File: config.mk
export PLATFORM = sky130hd
export DESIGN_NAME = subsumption_behavior_arbiter
export DESIGN_NICKNAME = d
export VERILOG_FILES = /design/src/rtl/sba_pkg.sv /design/src/rtl/sba_in_stage.sv /design/src/rtl/sba_arbiter.sv /design/src/rtl/subsumption_behavior_arbiter.sv
export SDC_FILE = /design/constraint.sdc
export NUM_CORES = 1
export LEC_CHECK = 0
export ABC_AREA = 1
export BUFFER_PORTS_ARGS = -buffer_cell sky130_fd_sc_hd__buf_2
export CORE_MARGIN = 2
export CORE_UTILIZATION = 60
export DETAILED_ROUTE_END_ITERATION = 10
export PLACE_DENSITY_LB_ADDON = 0.3
export RECOVER_POWER = 25
export SLEW_MARGIN = 20
export SYNTH_ARGS = -nofsm -noshare
export SYNTH_HDL_FRONTEND = slang
export SYNTH_SLANG_ARGS = --single-unit
File: constraint.sdc
create_clock -name clk -period 9.5 [get_ports clk]
set_input_delay 0.95 -clock clk [delete_from_list [all_inputs] [get_ports clk]]
set_output_delay 0.95 -clock clk [all_outputs]
set_load 0.02 [all_outputs]
File: src/rtl/sba_pkg.sv
// ----------------------------------------------------------------------------
// sba_pkg
// Shared types, register indexes, behavior codes and constant speeds for the
// subsumption behavior arbiter.
// ----------------------------------------------------------------------------
package sba_pkg;

    // number of priority slots held in the slot register
    localparam int MAX_SLOTS = 8;
    localparam int SLOT_W    = 3;
    localparam int CODE_W    = 4;

    // configuration register indexes
    localparam logic [2:0] CFG_PRIORITY_SLOTS     = 3'd0;
    localparam logic [2:0] CFG_SLOTS_IN_USE       = 3'd1;
    localparam logic [2:0] CFG_NEAR_THRESHOLD     = 3'd2;
    localparam logic [2:0] CFG_GRADIENT_THRESHOLD = 3'd3;
    localparam logic [2:0] CFG_STRAIGHT_SPEED     = 3'd4;
    localparam logic [2:0] CFG_ARC_SLOW_SPEED     = 3'd5;
    localparam logic [2:0] CFG_ARC_FAST_SPEED     = 3'd6;

    // behavior codes, catalog order
    localparam logic [3:0] BEH_ESCAPE_FRONT    = 4'd1;
    localparam logic [3:0] BEH_ESCAPE_BACK     = 4'd2;
    localparam logic [3:0] BEH_AVOID_OBJECT    = 4'd3;
    localparam logic [3:0] BEH_APPROACH_OBJECT = 4'd4;
    localparam logic [3:0] BEH_AVOID_LIGHT     = 4'd5;
    localparam logic [3:0] BEH_APPROACH_LIGHT  = 4'd6;
    localparam logic [3:0] BEH_CRUISE_STRAIGHT = 4'd7;
    localparam logic [3:0] BEH_CRUISE_ARC      = 4'd8;

    // duration codes
    typedef enum logic [2:0] {
        DUR_HALT   = 3'd0,
        DUR_SHORT  = 3'd1,
        DUR_LONG   = 3'd2,
        DUR_ESCAPE = 3'd3,
        DUR_CRUISE = 3'd4
    } sba_dur_t;

    // fixed wheel speeds
    localparam logic signed [7:0] SPD_ZERO     = 8'sd0;
    localparam logic signed [7:0] SPD_FULL_FWD = 8'sd100;
    localparam logic signed [7:0] SPD_FULL_REV = -8'sd100;
    localparam logic signed [7:0] SPD_TURN_FWD = 8'sd40;
    localparam logic signed [7:0] SPD_TURN_REV = -8'sd40;
    localparam logic signed [7:0] SPD_VEER_HI  = 8'sd60;
    localparam logic signed [7:0] SPD_VEER_LO  = 8'sd40;
    localparam logic [6:0]        SPD_LIMIT    = 7'd100;

    localparam logic signed [3:0] SLOT_NONE = -4'sd1;

    // one control tick
    typedef struct packed {
        logic [9:0]  prox_right;
        logic [9:0]  prox_left;
        logic [6:0]  light_right;
        logic [6:0]  light_left;
        logic        bump_front_left;
        logic        bump_front_right;
        logic        bump_back_left;
        logic        bump_back_right;
        logic [31:0] now_ms;
        logic        coin;
        logic [15:0] hold_ms;
    } sba_item_t;

    // one arbitration result
    typedef struct packed {
        logic signed [7:0] left_speed;
        logic signed [7:0] right_speed;
        logic [2:0]        duration_code;
        logic signed [3:0] fired_slot;
    } sba_result_t;

    // configuration registers
    typedef struct packed {
        logic [31:0] priority_slots;
        logic [3:0]  slots_in_use;
        logic [9:0]  near_threshold;
        logic [6:0]  gradient_threshold;
        logic [6:0]  straight_speed;
        logic [6:0]  arc_slow_speed;
        logic [6:0]  arc_fast_speed;
    } sba_cfg_t;

    // clamp a speed register to 100 percent
    function automatic logic signed [7:0] sat100(input logic [6:0] v);
        logic [6:0] c;
        begin
            c = (v > SPD_LIMIT) ? SPD_LIMIT : v;
            return $signed({1'b0, c});
        end
    endfunction

endpackage

File: src/rtl/sba_in_stage.sv
// ----------------------------------------------------------------------------
// sba_in_stage
// Input register of the arbiter: captures one transaction and holds it until
// the arbitration stage takes it.
// ----------------------------------------------------------------------------
module sba_in_stage (
    input  logic              clk,
    input  logic              rst_n,
    input  logic              in_valid,
    output logic              in_ready,
    input  sba_pkg::sba_item_t in_item,
    input  logic              take,
    output logic              item_valid,
    output sba_pkg::sba_item_t item
);
    import sba_pkg::*;

    logic      valid_reg;
    logic      valid_next;
    sba_item_t item_reg;

    // free when empty or when the held item leaves this cycle
    assign in_ready   = !valid_reg || take;
    assign item_valid = valid_reg;
    assign item       = item_reg;

    always_comb
    begin
        valid_next = valid_reg;
        if (in_valid && in_ready)
        begin
            valid_next = 1'b1;
        end
        else if (take)
        begin
            valid_next = 1'b0;
        end
    end

    // valid flag
    always_ff @(posedge clk or negedge rst_n)
    begin
        if (!rst_n)
        begin
            valid_reg <= 1'b0;
        end
        else
        begin
            valid_reg <= valid_next;
        end
    end

    // payload capture
    always_ff @(posedge clk)
    begin
        if (in_valid && in_ready)
        begin
            item_reg <= in_item;
        end
    end

endmodule

File: src/rtl/sba_arbiter.sv
// ----------------------------------------------------------------------------
// sba_arbiter
// Guard evaluation, priority scan and result selection for one tick, plus
// the cruise-arc direction and deadline state.
// ----------------------------------------------------------------------------
module sba_arbiter (
    input  logic                clk,
    input  logic                rst_n,
    input  sba_pkg::sba_item_t  item,
    input  sba_pkg::sba_cfg_t   cfg,
    input  logic                advance,
    output sba_pkg::sba_result_t result
);
    import sba_pkg::*;

    logic        arc_left_reg;
    logic        arc_left_next;
    logic [31:0] arc_deadline_reg;
    logic [31:0] arc_deadline_next;

    logic              pf_l, pf_r, pb_l, pb_r;
    logic              near_r, near_l;
    logic signed [8:0] grad;
    logic signed [8:0] agrad;
    logic signed [8:0] thr;
    logic              light;
    logic              grad_pos;
    logic signed [7:0] cs, ai, ao;
    logic [3:0]        n_slots;
    logic [15:0]       guard_by_code;
    logic              found;
    logic [SLOT_W-1:0] win_slot;
    logic [CODE_W-1:0] win_code;
    logic [CODE_W-1:0] code_i;
    logic              redraw;
    logic              arc_left_eff;
    logic              arc_update;
    sba_result_t       res;

    // sensor conditions
    always_comb
    begin
        pf_l     = !item.bump_front_left;
        pf_r     = !item.bump_front_right;
        pb_l     = !item.bump_back_left;
        pb_r     = !item.bump_back_right;
        near_r   = item.prox_right <= cfg.near_threshold;
        near_l   = item.prox_left <= cfg.near_threshold;
        grad     = $signed({2'b00, item.light_right}) - $signed({2'b00, item.light_left});
        agrad    = grad[8] ? -grad : grad;
        thr      = $signed({2'b00, cfg.gradient_threshold});
        light    = agrad >= thr;
        grad_pos = grad >= thr;
        cs       = sat100(cfg.straight_speed);
        ai       = sat100(cfg.arc_slow_speed);
        ao       = sat100(cfg.arc_fast_speed);
        n_slots  = (cfg.slots_in_use > 4'(MAX_SLOTS)) ? 4'(MAX_SLOTS) : cfg.slots_in_use;
    end

    // guard per behavior code, unknown codes never fire
    always_comb
    begin
        guard_by_code                      = '0;
        guard_by_code[BEH_ESCAPE_FRONT]    = pf_l || pf_r;
        guard_by_code[BEH_ESCAPE_BACK]     = pb_l || pb_r;
        guard_by_code[BEH_AVOID_OBJECT]    = near_r || near_l;
        guard_by_code[BEH_APPROACH_OBJECT] = near_r || near_l;
        guard_by_code[BEH_AVOID_LIGHT]     = light;
        guard_by_code[BEH_APPROACH_LIGHT]  = light;
        guard_by_code[BEH_CRUISE_STRAIGHT] = 1'b1;
        guard_by_code[BEH_CRUISE_ARC]      = 1'b1;
    end

    // priority scan, slot 0 first
    always_comb
    begin
        found    = 1'b0;
        win_slot = '0;
        win_code = '0;
        code_i   = '0;
        for (int i = 0; i < MAX_SLOTS; i++)
        begin
            code_i = cfg.priority_slots[CODE_W*i +: CODE_W];
            if (!found && (4'(i) < n_slots) && guard_by_code[code_i])
            begin
                found    = 1'b1;
                win_slot = SLOT_W'(i);
                win_code = code_i;
            end
        end
    end

    // arc direction redraw once the deadline has passed
    always_comb
    begin
        redraw       = item.now_ms >= arc_deadline_reg;
        arc_left_eff = redraw ? !item.coin : arc_left_reg;
        arc_update   = found && (win_code == BEH_CRUISE_ARC) && redraw;
        arc_left_next     = arc_left_reg;
        arc_deadline_next = arc_deadline_reg;
        if (advance && arc_update)
        begin
            arc_left_next     = !item.coin;
            arc_deadline_next = item.now_ms + {16'h0000, item.hold_ms};
        end
    end

    // winner's wheel command
    always_comb
    begin
        res.left_speed    = SPD_ZERO;
        res.right_speed   = SPD_ZERO;
        res.duration_code = DUR_HALT;
        res.fired_slot    = SLOT_NONE;
        if (found)
        begin
            res.fired_slot = $signed({1'b0, win_slot});
            unique case (win_code)
                BEH_ESCAPE_FRONT:
                begin
                    res.duration_code = DUR_ESCAPE;
                    if (pf_l && pf_r)
                    begin
                        res.left_speed  = SPD_FULL_REV;
                        res.right_speed = SPD_FULL_REV;
                    end
                    else if (pf_l)
                    begin
                        res.left_speed  = SPD_FULL_REV;
                        res.right_speed = SPD_FULL_FWD;
                    end
                    else
                    begin
                        res.left_speed  = SPD_FULL_FWD;
                        res.right_speed = SPD_FULL_REV;
                    end
                end
                BEH_ESCAPE_BACK:
                begin
                    res.duration_code = DUR_ESCAPE;
                    res.left_speed    = SPD_FULL_FWD;
                    res.right_speed   = SPD_FULL_FWD;
                end
                BEH_AVOID_OBJECT:
                begin
                    res.duration_code = DUR_LONG;
                    res.left_speed    = near_r ? SPD_TURN_REV : SPD_TURN_FWD;
                    res.right_speed   = near_r ? SPD_TURN_FWD : SPD_TURN_REV;
                end
                BEH_APPROACH_OBJECT:
                begin
                    res.duration_code = DUR_SHORT;
                    if (near_r && near_l)
                    begin
                        res.left_speed  = cs;
                        res.right_speed = cs;
                    end
                    else if (near_r)
                    begin
                        res.left_speed  = SPD_VEER_HI;
                        res.right_speed = SPD_VEER_LO;
                    end
                    else
                    begin
                        res.left_speed  = SPD_VEER_LO;
                        res.right_speed = SPD_VEER_HI;
                    end
                end
                BEH_AVOID_LIGHT:
                begin
                    res.duration_code = DUR_SHORT;
                    res.left_speed    = grad_pos ? SPD_TURN_FWD : SPD_TURN_REV;
                    res.right_speed   = grad_pos ? SPD_TURN_REV : SPD_TURN_FWD;
                end
                BEH_APPROACH_LIGHT:
                begin
                    res.duration_code = DUR_LONG;
                    res.left_speed    = grad_pos ? SPD_TURN_REV : SPD_TURN_FWD;
                    res.right_speed   = grad_pos ? SPD_TURN_FWD : SPD_TURN_REV;
                end
                BEH_CRUISE_STRAIGHT:
                begin
                    res.duration_code = DUR_CRUISE;
                    res.left_speed    = cs;
                    res.right_speed   = cs;
                end
                BEH_CRUISE_ARC:
                begin
                    res.duration_code = DUR_CRUISE;
                    res.left_speed    = arc_left_eff ? ai : ao;
                    res.right_speed   = arc_left_eff ? ao : ai;
                end
                default:
                begin
                    res.duration_code = DUR_HALT;
                end
            endcase
        end
    end

    assign result = res;

    // arc state
    always_ff @(posedge clk or negedge rst_n)
    begin
        if (!rst_n)
        begin
            arc_left_reg     <= 1'b0;
            arc_deadline_reg <= '0;
        end
        else
        begin
            arc_left_reg     <= arc_left_next;
            arc_deadline_reg <= arc_deadline_next;
        end
    end

endmodule

File: src/rtl/subsumption_behavior_arbiter.sv
// ----------------------------------------------------------------------------
// subsumption_behavior_arbiter
// Priority arbiter over up to eight robot behaviors for one control tick.
// ----------------------------------------------------------------------------
// Usage:
//   Input channel (in_valid / in_ready) carries one control tick per
//   transaction: proximity, light and bumper readings, time, coin and hold.
//   Output channel (out_valid / out_ready) returns exactly one transaction per
//   tick: wheel speeds, duration code and the winning slot (-1 for halt).
//   From input acceptance to out_valid there is one input register, then
//   guards, priority scan and result select feed the output register.
//   Throughput is one tick per cycle while out_ready holds; the input register
//   takes a new tick while a finished result waits in the output register.
//   If the receiver stalls, the output register holds, the input register
//   fills and in_ready drops until out_ready returns.
//   Configuration writes (cfg_we, cfg_index, cfg_data) take effect at once;
//   the user makes them only while the block is idle, which the block does not
//   enforce; index 7 is ignored. Reset empties both stages, loads the register
//   defaults and clears the cruise-arc direction and deadline.
// ----------------------------------------------------------------------------
module subsumption_behavior_arbiter (
    input  logic              clk,
    input  logic              rst_n,
    input  logic              cfg_we,
    input  logic [2:0]        cfg_index,
    input  logic [31:0]       cfg_data,
    input  logic              in_valid,
    output logic              in_ready,
    input  logic [9:0]        prox_right,
    input  logic [9:0]        prox_left,
    input  logic [6:0]        light_right,
    input  logic [6:0]        light_left,
    input  logic              bump_front_left,
    input  logic              bump_front_right,
    input  logic              bump_back_left,
    input  logic              bump_back_right,
    input  logic [31:0]       now_ms,
    input  logic              coin,
    input  logic [15:0]       hold_ms,
    output logic              out_valid,
    input  logic              out_ready,
    output logic signed [7:0] left_speed,
    output logic signed [7:0] right_speed,
    output logic [2:0]        duration_code,
    output logic signed [3:0] fired_slot
);
    import sba_pkg::*;

    sba_cfg_t    cfg_reg;
    sba_item_t   in_item;
    sba_item_t   item;
    logic        item_valid;
    logic        advance;
    sba_result_t result;
    sba_result_t res_reg;
    logic        out_valid_reg;
    logic        out_valid_next;

    // configuration registers
    always_ff @(posedge clk or negedge rst_n)
    begin
        if (!rst_n)
        begin
            cfg_reg.priority_slots     <= '0;
            cfg_reg.slots_in_use       <= '0;
            cfg_reg.near_threshold     <= 10'd35;
            cfg_reg.gradient_threshold <= 7'd15;
            cfg_reg.straight_speed     <= 7'd50;
            cfg_reg.arc_slow_speed     <= 7'd30;
            cfg_reg.arc_fast_speed     <= 7'd50;
        end
        else if (cfg_we)
        begin
            unique case (cfg_index)
                CFG_PRIORITY_SLOTS:     cfg_reg.priority_slots     <= cfg_data;
                CFG_SLOTS_IN_USE:       cfg_reg.slots_in_use       <= cfg_data[3:0];
                CFG_NEAR_THRESHOLD:     cfg_reg.near_threshold     <= cfg_data[9:0];
                CFG_GRADIENT_THRESHOLD: cfg_reg.gradient_threshold <= cfg_data[6:0];
                CFG_STRAIGHT_SPEED:     cfg_reg.straight_speed     <= cfg_data[6:0];
                CFG_ARC_SLOW_SPEED:     cfg_reg.arc_slow_speed     <= cfg_data[6:0];
                CFG_ARC_FAST_SPEED:     cfg_reg.arc_fast_speed     <= cfg_data[6:0];
                default:                cfg_reg                    <= cfg_reg;
            endcase
        end
    end

    // pack the input transaction
    always_comb
    begin
        in_item.prox_right       = prox_right;
        in_item.prox_left        = prox_left;
        in_item.light_right      = light_right;
        in_item.light_left       = light_left;
        in_item.bump_front_left  = bump_front_left;
        in_item.bump_front_right = bump_front_right;
        in_item.bump_back_left   = bump_back_left;
        in_item.bump_back_right  = bump_back_right;
        in_item.now_ms           = now_ms;
        in_item.coin             = coin;
        in_item.hold_ms          = hold_ms;
    end

    // tick moves on when the output register is free or being emptied
    assign advance = item_valid && (!out_valid_reg || out_ready);

    sba_in_stage u_in_stage (
        .clk        (clk),
        .rst_n      (rst_n),
        .in_valid   (in_valid),
        .in_ready   (in_ready),
        .in_item    (in_item),
        .take       (advance),
        .item_valid (item_valid),
        .item       (item)
    );

    sba_arbiter u_arbiter (
        .clk     (clk),
        .rst_n   (rst_n),
        .item    (item),
        .cfg     (cfg_reg),
        .advance (advance),
        .result  (result)
    );

    // output register
    always_comb
    begin
        out_valid_next = out_valid_reg;
        if (advance)
        begin
            out_valid_next = 1'b1;
        end
        else if (out_ready)
        begin
            out_valid_next = 1'b0;
        end
    end

    always_ff @(posedge clk or negedge rst_n)
    begin
        if (!rst_n)
        begin
            out_valid_reg <= 1'b0;
        end
        else
        begin
            out_valid_reg <= out_valid_next;
        end
    end

    always_ff @(posedge clk)
    begin
        if (advance)
        begin
            res_reg <= result;
        end
    end

    assign out_valid     = out_valid_reg;
    assign left_speed    = res_reg.left_speed;
    assign right_speed   = res_reg.right_speed;
    assign duration_code = res_reg.duration_code;
    assign fired_slot    = res_reg.fired_slot;

endmodule
* Yosys cells after proc, flatten, opt, wreduce, memory -nomap -nowiden
Index checks and enable logic that the tools add are counted.
Cells by class: add/subtract/negate cells 3, $lt $le $gt $ge 25, equal/unequal tests 14, muxes and demuxes 62, bitwise logic cells 1, reduce and logical (&&, ||, !) cells 58
Operator list (number):
- one-hot mux 16 bit (8 select lines) | 1
- < comparator 4 x 5 -> 1 bit (second input constant) | 8
- 2-to-1 mux 4 bit | 10
- 2-to-1 mux 7 bit | 5
- adder 32 x 16 -> 32 bit | 1
- binary-select mux 1 bit (select 4 bit) | 8
- >= comparator 32 bit | 1
- 2-to-1 mux 16 bit | 2
- 2-to-1 mux 8 bit | 4
- logical AND 1 bit | 22
- 2-to-1 mux 1 bit | 22
- greater-than comparator 7 bit (second input constant) | 3
- less-or-equal comparator 10 bit | 2
- >= comparator 9 x 8 -> 1 bit | 2
- equality test 4 x 3 -> 1 bit (second input constant) | 4
- < comparator 3 x 4 -> 1 bit (first input constant) | 4
- 2-to-1 mux 15 bit | 1
- zero test 1 bit | 14
- AND reduction 2 bit | 7
- 2-to-1 mux 13 bit | 1
- 2-to-1 mux 3 bit | 4
- one-hot mux 3 bit (4 select lines) | 1
- OR reduction 2 bit | 5
- equality test 3 bit (second input constant) | 3
- other kinds (18) | 28
Word-level totals: register bits after elaboration 219, logic and storage cells 192

* Logic depth before layout (Yosys ltp)
Gate-level depths: netlist of the first run.
depth in word-level cells 40, gate-level depth with buffers 35

* Cells and area by module
Synthesis of the first run repeated with hierarchy kept, for this count alone.
Second synthesis, totals: cell total of the unflattened synthesis 1507, area, all modules 12988.7 sq um
By module, submodules not included:
- sba_arbiter | times used 1, cells an instance 1051, area an instance 6625.1 sq um, seq. area each 825.8 sq um
- subsumption_behavior_arbiter | times used 1, cells an instance 363, area an instance 3706.1 sq um, seq. area each 2588.7 sq um
- sba_in_stage | times used 1, cells an instance 93, area an instance 2657.5 sq um, seq. area each 2637.5 sq um

* Worst setup path before layout of the first run
Ideal clock, no wire load.
kind register to register, start register u_in_stage.item_reg (netlist bit u_in_stage.item[60]), end register res_reg (netlist bit left_speed[4]) (data pin), library setup time 0.255 ns, arrival 4.162 ns, path slack 5.083 ns, cell stages (with the launch flop) 33, path through edfxtp_1 -> inv_1 -> ha_1 -> inv_1 -> fa_1 -> inv_1 -> ha_1 -> nand4_1 -> nand2_1 -> xnor2_1 -> ha_1 -> a21oi_1 -> a21boi_1 -> a21oi_1 -> nor2_1 -> nand3_1 -> nand2_2 -> nand2_2 -> nor2_4 -> nor2_4 -> nor2_8 -> nand4_4 -> nor2_4 -> nand2_4 -> nand2_2 -> inv_2 -> nand2_4 -> nand2_4 -> buf_6 -> nand4_1 -> nand2_2 -> nor2_2 -> nand2_1
Between the ends: word-level cells in the longest chain between the ends 38
Ends and longest elaborated chain:
- start: declaration | RTL line sba_in_stage.sv:20 | sba_item_t item_reg;
- start signal: assignment | RTL line sba_in_stage.sv:58 | item_reg <= in_item;
- subtractor 7 x 7 -> 8 bit (*) | RTL line sba_arbiter.sv:49 | grad = $signed({2'b00, item.light_right}) - $signed({2'b00, item.light_left});
- negation 9 bit | RTL line sba_arbiter.sv:50 | agrad = grad[8] ? -grad : grad;
- 2-to-1 mux 9 bit | RTL line sba_arbiter.sv:50
- >= comparator 9 x 8 -> 1 bit | RTL line sba_arbiter.sv:52 | light = agrad >= thr;
- binary-select mux 1 bit (select 4 bit) | RTL line sba_arbiter.sv:84 | if (!found && (4'(i) < n_slots) && guard_by_code[code_i])
- 2-to-1 mux 1 bit (not written as such) | RTL line sba_arbiter.sv:84
- logical AND 1 bit | RTL line sba_arbiter.sv:84
- 2-to-1 mux 1 bit | RTL line sba_arbiter.sv:84
- (+20 left out)
- zero test 1 bit | RTL line sba_arbiter.sv:84
- logical AND 1 bit (2 in series) | RTL line sba_arbiter.sv:84
- 2-to-1 mux 1 bit | RTL line sba_arbiter.sv:84
- zero test 1 bit | RTL line sba_arbiter.sv:84
- logical AND 1 bit (2 in series) | RTL line sba_arbiter.sv:84
- 2-to-1 mux 4 bit | RTL line sba_arbiter.sv:84
- equality test 4 bit (tied with other cells) | RTL line sba_arbiter.sv:118 | unique case (win_code)
- one-hot mux 16 bit (8 select lines) | RTL line sba_arbiter.sv:118
- end signal: assignment | RTL line subsumption_behavior_arbiter.sv:156 | res_reg <= result;
- end: declaration | RTL line subsumption_behavior_arbiter.sv:55 | sba_result_t res_reg;
Mark *: on every way between the ends. The rest lies on a longest branch, timed or not. The select of a mux whose other input is x is not followed. A chain may end at the register's enable or synchronous reset.

* Final worst setup path of the first run
start register u_in_stage.item_reg (netlist bit u_in_stage.item[53]), end register u_arbiter.arc_deadline_reg[15]
Between the ends: word-level cells in the longest chain between the ends 40
Ends and longest elaborated chain:
- subtractor 7 x 7 -> 8 bit (*) | RTL line sba_arbiter.sv:49
- negation 9 bit | RTL line sba_arbiter.sv:50
- 2-to-1 mux 9 bit (*) | RTL line sba_arbiter.sv:50
- >= comparator 9 x 8 -> 1 bit (*) | RTL line sba_arbiter.sv:52
- binary-select mux 1 bit (select 4 bit) | RTL line sba_arbiter.sv:84
- 2-to-1 mux 1 bit (not written as such) | RTL line sba_arbiter.sv:84
- logical AND 1 bit | RTL line sba_arbiter.sv:84
- 2-to-1 mux 1 bit | RTL line sba_arbiter.sv:84
- (+21 left out)
- logical AND 1 bit (2 in series) | RTL line sba_arbiter.sv:84
- 2-to-1 mux 1 bit | RTL line sba_arbiter.sv:84
- zero test 1 bit | RTL line sba_arbiter.sv:84
- logical AND 1 bit (2 in series) | RTL line sba_arbiter.sv:84
- 2-to-1 mux 4 bit | RTL line sba_arbiter.sv:84
- equality test 4 bit | RTL line sba_arbiter.sv:98 | arc_update = found && (win_code == BEH_CRUISE_ARC) && redraw;
- logical AND 1 bit (*) (2 in series) | RTL line sba_arbiter.sv:98
- logical AND 1 bit (*) | RTL line sba_arbiter.sv:101 | if (advance && arc_update)
- end signal: assignment | RTL line sba_arbiter.sv:214 | arc_deadline_reg <= arc_deadline_next;
- end: declaration | RTL line sba_arbiter.sv:18 | logic [31:0] arc_deadline_reg;
Marked as above.

==> results of run 1 <==
[cell usage in the layout, fill, tap and decap left out, types with 9 or more instances in the layout]
master / instances
ha_1: 90
inv_1: 195
edfxtp_1: 110
clkbuf_1: 9
xnor2_1: 16
nand3_1: 67
buf_2: 147
dfrtp_1: 92
o21ai_1: 34
nor3_1: 12
nand4_1: 30
o211ai_1: 14
nand2_1: 301
nand3_2: 11
o21ai_0: 90
xor2_1: 19
nor2_4: 9
nand2_2: 13
dfstp_2: 17
inv_2: 10
nor2_1: 113
a21oi_1: 84
clkbuf_16: 25
[worst max-delay path, stage by stage (launching register included)]
cell	delay, ps
edfxtp_1	370
ha_1	200
inv_1	110
fa_1	450
inv_1	110
ha_1	170
nand4_1	140
o31ai_1	290
xor2_1	190
ha_1	260
a21o_1	160
nor2_1	390
nand2_2	160
o21ai_1	140
inv_1	60
o21ai_2	270
inv_1	140
nand3_1	100
nand3_1	70
nor2_1	170
nand3_2	330
nand2_2	770
inv_2	330
nand3b_1	180
o21ai_0	100
[cells by family (layout without fill, tap and decap cells)]
logic type               after synthesis  count (layout)  share of synthesized area
buffers and inverters                233             404                    0.07340
XOR/XNOR                              35              35                    0.02410
flip-flops                           219             219                     0.4759
multiplexers                           2               2                   0.001771
AO/OA/AOI/OAI                        257             257                     0.1135
adder cells (fa/ha/maj)               92              92                    0.09170
AND/OR/NAND/NOR                      592             592                     0.2196
[power groups by stage]
stage,combinational [W],sequential [W],clock [W]
floorplan,0.00104,0.00141,0
global placement,0.00136,0.00138,0
detailed placement,0.00141,0.00138,0
CTS,0.00142,0.00137,0.000978
global route,0.00162,0.00139,0.00102
finish,0.00142,0.00137,0.000958
[metal layers]
layer | up-vias | wire length (um)
li1 | 5079 | -
met4 | 0 | 808
met2 | 278 | 12810
met3 | 69 | 1443
met5 | - | 0
met1 | 4630 | 12390
[stage by stage]
step / total power [W] / worst slack, ps / cell area (um^2) / hold slack, ps / cells
after CTS: 0.003773 / 3705 / 14510 / 476.3 / 1876
after global placement: 0.002741 / 3928 / 13680 / 439.8 / 1832
after floorplan: 0.002458 / 5083 / 12720 / 429.2 / 1430
after detailed placement: 0.002799 / 3726 / 13680 / 473.0 / 1832
after global routing: 0.004036 / 3042 / 14500 / 503.6 / 1876
final: 0.003749 / 3680 / 14500 / 487.0 / 1876
[worst max-delay path by stage]
stage,startpoint,end,slack [ps],cells after the start
6_report,u_in_stage.item[53],u_arbiter.arc_deadline_reg[15],3680,24
3_5_place_dp,u_in_stage.item[53],u_arbiter.arc_deadline_reg[15],3730,24
2_1_floorplan,u_in_stage.item[60],left_speed[4],5080,32
3_3_place_gp,u_in_stage.item[60],u_arbiter.arc_deadline_reg[15],3930,27
5_1_grt,u_in_stage.item[60],u_arbiter.arc_deadline_reg[15],3040,27
4_1_cts,u_in_stage.item[53],u_arbiter.arc_deadline_reg[15],3700,24
[area by class of cell]
class,instances,area share
Inverter,207,0.05374
Clock inverter,10,0.009317
Sequential cell,219,0.4173
Timing Repair Buffer,153,0.05280
Clock buffer,34,0.04779
Multi-Input combinational cell,978,0.3954
Tap cell,275,0.02372
==> run summary, run 1 <==
The largest vdd supply drop came out at 0.1640 mV. The initial antenna violation count came to 0. The global-route met3 utilization is 0.04055. The type of the tightest min-delay check is reg -> reg. After detailed routing, the total wire length is 27.45 mm.

The number of enable-type register cells in the synthesized netlist came out at 110. The clock slew at the register clock pins of the worst setup and hold paths came out at 60 ps. The post-synthesis cell type count came out at 57. The per-cell routed wire length is 14.63 um. The share of synthesized registers carrying an async set or reset is 0.4977. The most used flip-flop cell after synthesis is edfxtp_1. The clock passes through at most 3 buffers. The via density per instance came out at 5.360. Setup repair after global routing left no endpoint under its margin.

By area the synthesized netlist is led by edfxtp_1, dfrtp_1, nand2_1. After clock tree synthesis, the repair step resized 0 gates. The growth of design area from synthesis to finish came out at 14.05%. The cell row count is 53. The register-to-register path setup slack is 3680 ps. The core region is 20,890 um^2. The global-route met1 utilization came out at 0.3325. The largest fanout on the critical path is 48. The power density over cell area is 258.5 nW/um^2. The tool flagged a number of max-cap violations equal to 1.

The total area of multi-input combinational cells is 5734 um^2. The worst setup path is captured at a flip-flop. The layer flagged by global routing as most heavily used is met2. The final number of hold-violating endpoints came to 0.

The clock insertion delay at the later pin of the skew report is 520 ps. The tree built by TritonCTS fans out to 219 sinks. STA classifies the critical path startpoint as a flip-flop. The residual overflow from global routing is 0. The fmax is 0.1718 GHz. The average size of a mapped cell is 8.893 um^2. The count of fill cells added during filler insertion is 1,613. Of the total power, the share spent switching nets is 0.3761. The sequential standard cell area came out at 6052 um^2.

The most frequent cell after synthesis is nand2_1. The via count of the first global-routing pass came out at 9,689. The number of flip-flops and latches in the synthesized netlist is 219. The global-route met2 utilization came out at 0.4167. The flip-flop count of the largest register after layout is 87. The run finished, with violations left. The fraction of power consumed by the clock network is 0.255.

The largest net degree at the start of global routing is 73. The cell chosen for the clock root is clkbuf_16. The worst hold path was traced through 2 stages. The setup clock skew after layout came out at 13.82 ps. The final core area utilization came out at 0.6943.

The startpoint-to-endpoint class of the critical path is reg -> reg. The final critical-path required period is 5820 ps. The repair_antennas step left the layout with diodes totalling 0.

The number of max-slew violations in the final report was 53. The number of nets in the final layout is 1,802. TritonCTS built the clock tree. The power dissipated by switching net loads is 0.001410 W. The share of post-route cells with drive strength above 1 came out at 0.1774. Dividing the final minimum period by the clock period gives 0.6127. The DRC violation count after routing came out at 0. The sequential share of the synthesized area is 0.4759. The end of the worst register-to-register path is u_arbiter.arc_deadline_reg[15].

The deepest level of the CTS H-tree came out at 1. The path with the worst hold slack has its endpoint at u_arbiter.arc_deadline_reg[9]. The starting density of the core is 0.6088. The number of design-rule violations left by the first detailed-router iteration is 594. In this run the critical register-to-register path is launched from u_in_stage.item[53]. STA puts the critical path data arrival time at 6210 ps.

The internal power component is 0.002339 W. The count of boundary I/O pins is 152. The first global-routing pass estimated 45.19 mm of wire. Routability-driven placement finished with a final weighted congestion of 0.9245. The required time at the endpoint of the critical path is 9890 ps. The count of cells along the worst register-to-register path came out at 24. The number of port buffers is 151. In the final timing run, aggregate negative setup slack is 0 ps. The post-synthesis instance total came out at 1,430. The placed wire-length estimate is 20.68 mm. Setup violations remaining at the end of the flow were counted as 0. The part of the total power dissipated in combinational logic came out at 0.379.

In this run the vertical extent of the chip is 149.6 um. The worst hold path startpoint is u_arbiter.arc_deadline_reg[9]. The share of synthesized area in the top cell type comes to 0.2597. The transition time at the pin with the least slew margin is 2709 ps.

Sorting the synthesized cells by how often they occur yields nand2_1, inv_1, nor2_1. The post-CTS setup buffer count came out at 0. The horizontal extent of the die came out at 149.6 um. Before antenna repair, the detailed router went through 5 iterations. The die area is 22,380 um^2. The net count after synthesis came out at 1,649. The count of nets left with antenna violations once routing finished came out at 0. Summed over all instances, the cell type with the most area after synthesis is edfxtp_1. Hold repair after CTS inserted 0 buffers.

The sequential power share is 0.366. The final reports fail on max-capacitance violations, max-slew violations. The count of warnings emitted by yosys came out at 0. After synthesis the cells add up to 12,720 um^2. The number of buffers created by CTS came out at 24. The number of vias after detailed routing is 10.06k. The reported leakage power came out at 7.032 nW. The combined global-route utilization of all metal layers is 0.2499. The tightest slew margin relative to the limit is -0.8062.
Note: power is estimated with default switching activity, not from simulation.
==> inputs of run 2 (changes only) <==
--- a/config.mk
+++ b/config.mk
@@ -8,7 +8,7 @@
 export ABC_AREA = 1
 export BUFFER_PORTS_ARGS = -buffer_cell sky130_fd_sc_hd__buf_2
 export CORE_MARGIN = 2
-export CORE_UTILIZATION = 60
+export CORE_UTILIZATION = 59
 export DETAILED_ROUTE_END_ITERATION = 10
 export PLACE_DENSITY_LB_ADDON = 0.3
 export RECOVER_POWER = 25
==> constraint.sdc (replaced) <==
create_clock -name clk -period 5.4 [get_ports clk]
set_input_delay 0.54 -clock clk [delete_from_list [all_inputs] [get_ports clk]]
set_output_delay 0.54 -clock clk [all_outputs]
set_load 0.02 [all_outputs]
==> run 2 against run 1 <==
Net effect:
- routed wire length grew 1.9%
- design area is 0.91% higher
- non-clock buffer count grew 5
- register-to-register slack worse by 3300 ps
- sequential cell count is the same
- clock-buffer cell count grew 4
- the flow now finishes without violations
- hold slack worse by 310 ps
- via count rose by 1.1%
- first-iteration DRC count up 8.6%
- sequential power rose by 76%
- critical endpoint is now left_speed[4]
- total power is 78% higher
==> run summary, run 2 (synthesis results as in run 1) <==
The die area is 22,750 um^2 (+1.7%). The flow ran to the end, and the final reports show no timing, DRC or antenna violations. The first-pass iteration count of the detailed router came to 5 (unchanged). The fmax came out at 0.2000 GHz (+16%). The instance count along the most critical hold path was 1 (-1). The final critical-path required period was 4999 ps (-821.3 ps). The final number of setup-violating endpoints is 0 (unchanged). The worst hold path begins at prox_right[5]. The number of clock sinks came out at 219 (unchanged). The worst setup path is of the reg -> reg kind.

The placed wire-length estimate came out at 20.64 mm (-0.19%). The switching portion of total power is 0.3789 (+0.002796). The largest vdd supply drop came out at 0.2640 mV (+61%).

The per-cell routed wire length is 14.85 um (+1.5%). The final core area utilization came out at 0.6941 (about the same). The horizontal extent of the die is 150.8 um (+0.82%).

The starting density of the core came out at 0.6031 (-0.005743). Among the stages of the critical path, the cell type that occurs most often is nand2_1. The power dissipated by switching net loads came out at 0.002532 W (+80%). Setup repair after global routing left no endpoint under its margin.

The total inserted antenna cells came out at 0 (unchanged). The deepest level of the CTS H-tree came out at 1 (unchanged). The sequential power share is 0.361 (-0.005). The final number of hold-violating endpoints came out at 0 (unchanged). TritonCTS built the clock tree.

The setup clock skew after layout came to 12.82 ps (-0.9974 ps). The worst setup path is launched from a flip-flop. The share of post-route cells with drive strength above 1 came out at 0.1791 (+0.001715).

The register-to-register path setup slack came out at 400 ps (-3280 ps). The part of the total power dissipated in combinational logic is 0.383 (+0.004). The min-delay analysis places its worst path in the category in -> reg. The DRC violation count after routing is 0 (unchanged). The post-route fraction of the period consumed by the critical path is 0.9258 (+0.3131). The global-route wire length before repair was 45.31 mm (+0.26%).

The transition time at the pin with the least slew margin is 1286 ps (-1423 ps). The via count of the first global-routing pass was 9,419 (-2.8%). The power density over cell area was 456.5 nW/um^2 (+77%). Leaving out fill and tap cells, the most frequent cell in the layout is nand2_1. The reported leakage power came out at 7.085 nW (+0.75%). The total area of multi-input combinational cells came out at 5768 um^2 (+0.59%). The initial antenna violation count is 0 (unchanged). The count of boundary I/O pins came to 152 (unchanged). The largest fanout on the critical path is 9 (-81%). The delay contributed by the slowest stage of the critical path came out at 380 ps (-390 ps). The required time at the endpoint of the critical path is 5670 ps (-4220 ps). The flip-flop count of the largest register after layout was 87 (unchanged).

The cell chosen for the clock root is clkbuf_16. The combined global-route utilization of all metal layers was 0.2479 (-0.001926). The core box area came out at 21,090 um^2 (+0.95%). The via density per instance came to 5.397 (+0.69%). The count of cells along the worst register-to-register path was 31 (+29%). The residual overflow from global routing came out at 0 (unchanged). The setup total negative slack came to 0 ps (unchanged). The tightest slew margin relative to the limit was 0.1426 (+0.9488).

The worst register-to-register path begins at u_in_stage.item[64]. The final antenna-violating net count came out at 0 (unchanged). The worst setup path is captured at a flip-flop.

The worst endpoint data arrival time is 5270 ps (-940 ps). The critical path starts at u_in_stage.item[64]. The internal power component is 0.004150 W (+77%). The cell row count came out at 53 (unchanged).

The die span in y is 150.8 um (+0.82%). Compared with the post-synthesis result, the final layout area differs by 15.09%. The post-detailed-routing wire length is 27.96 mm (+1.9%). The number of buffers created by CTS came out at 24 (unchanged). The count of fill cells added during filler insertion came out at 1,673 (+3.7%). The sequential standard cell area came out at 6052 um^2 (unchanged). The fraction of power consumed by the clock network was 0.256 (about the same). The weighted congestion at the end of routability-driven global placement is 0.9119 (-1.4%). The number of buffers on the longest clock path is 3 (unchanged). The number of nets in the final layout is 1,809 (+0.39%). The clock slew at the register clock pins of the worst setup and hold paths was 60 ps (about the same).

The number of port buffers is 151 (unchanged). The largest net degree at the start of global routing is 79 (+8.2%). For this design, the slowest cell found on the critical path is o21ai_4. The max-capacitance violation count is 0 (-1).

The number of max-slew violations in the final report is 0 (-100%). The clock insertion delay at the later pin of the skew report is 530 ps (about the same). In the layout the commonest cells are nand2_1, inv_1, buf_2, nor2_1, edfxtp_1. The number of vias after detailed routing is 10.16k (+1.1%). The number of design-rule violations left by the first detailed-router iteration was 645 (+8.6%).
[run 2: layout make-up]
cell class                      instances  area share
Multi-Input combinational cell        980      0.3941
Inverter                              207     0.05326
Clock inverter                          6    0.006069
Sequential cell                       219      0.4135
Timing Repair Buffer                  158     0.05633
Tap cell                              275     0.02351
Clock buffer                           38     0.05326
[run 2: repair_timing]
action | 4_1_cts | 5_1_grt
hold buffers | 0 | 1
setup buffers | 0 | 0
gates resized for setup | 0 | 3
endpoints found under the setup margin | 0 | 19
hold endpoints to repair | 0 | 20
[run 2: layer usage]
layer | share of wire | up-vias | GRT usage
met1 | 0.44 | 4713 | 0.3363
met2 | 0.48 | 292 | 0.4218
met4 | 0.030 | 0 | 0.07196
met5 | 0 | - | 0
met3 | 0.050 | 57 | 0.03072
li1 | - | 5101 | -
[run 2: worst paths after layout]
path / endpoint
worst max-delay path: left_speed[4]
worst min-delay path: u_in_stage.item[82]
max in group asynchronous: cfg_reg[1]
worst min register to register: u_arbiter.arc_left_reg
worst max register to register: left_speed[4]
min in group asynchronous: cfg_reg[60]
[run 2: per-stage QoR]
step           hold slack [ps]  std cells  area (um^2)  worst slack [ps]  power, W
6_report                 179.4       1883        14640             400.8  0.006682
3_3_place_gp             438.6       1835        13710             591.2  0.004846
5_1_grt                  154.8       1883        14640             55.95  0.007168
4_1_cts                  153.4       1879        14570             318.8  0.006678
2_1_floorplan            244.4       1430        12720             982.6  0.004324
3_5_place_dp             441.4       1835        13710             385.0  0.004939
[run 2: worst max-delay path: cells and delay by family (launching register included)]
family | cells | cell delay [ps]
flops | 1 | 370
xor+xnor | 1 | 130
buf+inv | 4 | 370
compound gates | 7 | 1700
fa+ha+maj | 2 | 640
simple gates | 17 | 1520
[run 2: power by group through the flow]
stage	Clock [W]	Sequential [W]	Combinational, W
final	0.00171	0.00241	0.00256
after CTS	0.00175	0.00241	0.00252
after global placement	0	0.00243	0.00242
after global routing	0.00181	0.00245	0.00290
after floorplan	0	0.00249	0.00184
after detailed placement	0	0.00244	0.00250
==> inputs of run 3 (changes only) <==
--- a/config.mk
+++ b/config.mk
@@ -12,6 +12,7 @@
 export DETAILED_ROUTE_END_ITERATION = 10
 export PLACE_DENSITY_LB_ADDON = 0.3
 export RECOVER_POWER = 25
+export REMOVE_ABC_BUFFERS = 1
 export SLEW_MARGIN = 20
 export SYNTH_ARGS = -nofsm -noshare
 export SYNTH_HDL_FRONTEND = slang
==> constraint.sdc (replaced) <==
create_clock -name clk -period 5.4 [get_ports clk]
set_input_delay 1.08 -clock clk [delete_from_list [all_inputs] [get_ports clk]]
set_output_delay 1.08 -clock clk [all_outputs]
set_load 0.02 [all_outputs]
==> run 3 against run 2 <==
Net effect:
- the run now ends with max-capacitance violations, max-slew violations left
- combinational power is essentially flat
- cell count is the same
- design area shrank 0.56%
- global-route usage grew 0.49 points
- sequential share of layout area grew 0.23 points
- via count is essentially flat
- critical path type unchanged
- largest cell class unchanged
==> run summary, run 3 (synthesis results as in run 1) <==
The post-detailed-routing wire length came out at 28.08 mm (+0.43%). The largest fanout on the critical path came out at 13 (+4). The reported leakage power is 7.030 nW (-0.78%). In this run the clock root is driven by a clkbuf_16. The share of post-route cells with drive strength above 1 is 0.1766 (-0.002488). The number of buffers on the longest clock path came to 3 (unchanged). The largest net degree at the start of global routing is 63 (-20%). The worst hold path belongs to the class reg -> reg. The final worst hold slack came out at 467.0 ps (+287.6 ps).

The final critical-path required period is 4842 ps (-156.7 ps). The startpoint-to-endpoint class of the critical path is reg -> reg. The setup clock skew after layout came out at 11.68 ps (-1.138 ps). The number of max-slew violations in the final report came out at 32 (+32). The weighted congestion at the end of routability-driven global placement came out at 0.9302 (+2.0%).

The worst setup path is launched from a flip-flop. The flow ran to the end, but the final reports show violations. The starting density of the core came out at 0.6031 (unchanged).

The power density over cell area came out at 454.5 nW/um^2 (-0.45%). The flip-flop count of the largest register after layout is 87 (unchanged). The worst endpoint data arrival time is 5120 ps (-150 ps). The total power of the final layout came out at 0.006615 W (-1.0%). The final reports fail on max-capacitance violations, max-slew violations. The number of clock sinks is 219 (unchanged).

The via density per instance is 5.399 (about the same). The via count of the first global-routing pass is 9,823 (+4.3%). Among all stages on the critical path, the largest delay is contributed by fa_1. The placed wire-length estimate is 20.91 mm (+1.3%). The first-pass iteration count of the detailed router came out at 5 (unchanged). The count of boundary I/O pins is 152 (unchanged). The total placed cells including tap cells was 1,837 (+0.11%). The total inserted antenna cells came out at 0 (unchanged). The DRC violation count after routing is 0 (unchanged). The max-capacitance violation count came out at 1 (+1). The delay contributed by the slowest stage of the critical path came out at 510 ps (+130 ps). The deepest level of the CTS H-tree is 1 (unchanged).

The residual overflow from global routing was 0 (unchanged). The fmax came to 0.2065 GHz (+3.2%). The tightest slew margin relative to the limit is -0.2090 (-0.3516). The hold buffer count at cts was 0 (unchanged).

The post-CTS resize count is 0 (unchanged). In the layout the commonest cells are nand2_1, inv_1, buf_2, nor2_1, edfxtp_1. Among the stages of the critical path, the cell type that occurs most often is nand2_1. The number of vias after detailed routing is 10.17k (+0.030%). From synthesis to final layout, the design area changed by 14.44%. The most common cell after layout, fill and taps aside is nand2_1. The largest vdd supply drop came to 0.3117 mV (+18%). The die span in y came out at 150.8 um (unchanged).

The transition time at the pin with the least slew margin is 1814 ps (+527.4 ps). The cell row count is 53 (unchanged). The register-to-register path setup slack came out at 560 ps (+160 ps). The number of design-rule violations left by the first detailed-router iteration was 537 (-17%). The count of fill cells added during filler insertion is 1,690 (+1.0%). The combined global-route utilization of all metal layers is 0.2529 (+0.004931). The post-CTS setup buffer count is 0 (unchanged). The final antenna-violating net count came to 0 (unchanged). The core box area was 21,090 um^2 (unchanged). The die area came to 22,750 um^2 (unchanged). The post-route cell area came out at 14,550 um^2 (-0.56%). The number of buffers created by CTS came out at 24 (unchanged).

The final number of hold-violating endpoints was 0 (unchanged). TritonCTS built the clock tree. The global-route wire length before repair is 46.16 mm (+1.9%).

The clock slew at the register clock pins of the worst setup and hold paths is 60 ps (about the same). The setup total negative slack was 0 ps (unchanged). The horizontal extent of the die is 150.8 um (unchanged). The per-cell routed wire length came out at 14.91 um (+0.43%). The cell area reported after detailed placement came out at 13,720 um^2 (+0.11%). The number of nets in the final layout is 1,809 (unchanged). Setup repair after global routing left no endpoint under its margin. The number of port buffers is 151 (unchanged).

The post-route fraction of the period consumed by the critical path came to 0.8968 (-0.02902). The initial antenna violation count is 0 (unchanged). The required time at the endpoint of the critical path came to 5670 ps (about the same).

The final number of setup-violating endpoints is 0 (unchanged). The final cell count without fillers is 1,883 (unchanged). The clock insertion delay at the later pin of the skew report came out at 520 ps (about the same). STA classifies the critical path endpoint as a flip-flop.
[run 3: final timing paths]
kind                                     start                endpoint  depth (start not counted)
setup / recovery           u_in_stage.item[60]           left_speed[4]                         29
hold / removal             u_in_stage.item[16]  u_arbiter.arc_left_reg                          1
setup reg to reg           u_in_stage.item[60]           left_speed[4]                         29
hold reg to reg            u_in_stage.item[16]  u_arbiter.arc_left_reg                          1
max in group asynchronous                rst_n             cfg_reg[28]                          2
min in group asynchronous                rst_n             cfg_reg[64]                          1
[run 3: area by class of cell]
cell class                      count  area (um^2)  share of cell area
Timing Repair Buffer              158        793.3             0.05450
Clock inverter                     10        137.6            0.009457
Multi-Input combinational cell    980         5779              0.3971
Tap cell                          275        344.1             0.02364
Sequential cell                   219         6052              0.4158
Clock buffer                       34        668.1             0.04591
Inverter                          207        779.5             0.05356
[run 3: through the flow]
stage | worst slack, ps | util
2_1_floorplan | 606.1 | -
3_3_place_gp | 472.0 | 0.6506
3_5_place_dp | 286.5 | 0.6506
4_1_cts | 266.0 | 0.6889
5_1_grt | 21.66 | 0.6902
6_report | 557.5 | 0.6902
[run 3: power breakdown]
group          total [W]  switching (W)  internal (W)
combinational    0.00255        0.00166      0.000891
clock            0.00166       0.000649       0.00101
sequential       0.00240       0.000199       0.00221
[run 3: layer usage]
metal	global-route usage	share of wire	vias up
met5	0	0	-
li1	-	-	5096
met4	0.07336	0.032	0
met3	0.03464	0.057	53
met1	0.3287	0.43	4694
met2	0.4436	0.48	323
[run 3: critical path, delay by kind of cell (launching register included)]
family | cells | cell delay (ps)
compound gates | 4 | 550
simple gates | 17 | 2200
fa+ha+maj | 4 | 1110
xor+xnor | 1 | 180
buf+inv | 3 | 200
flops | 1 | 350
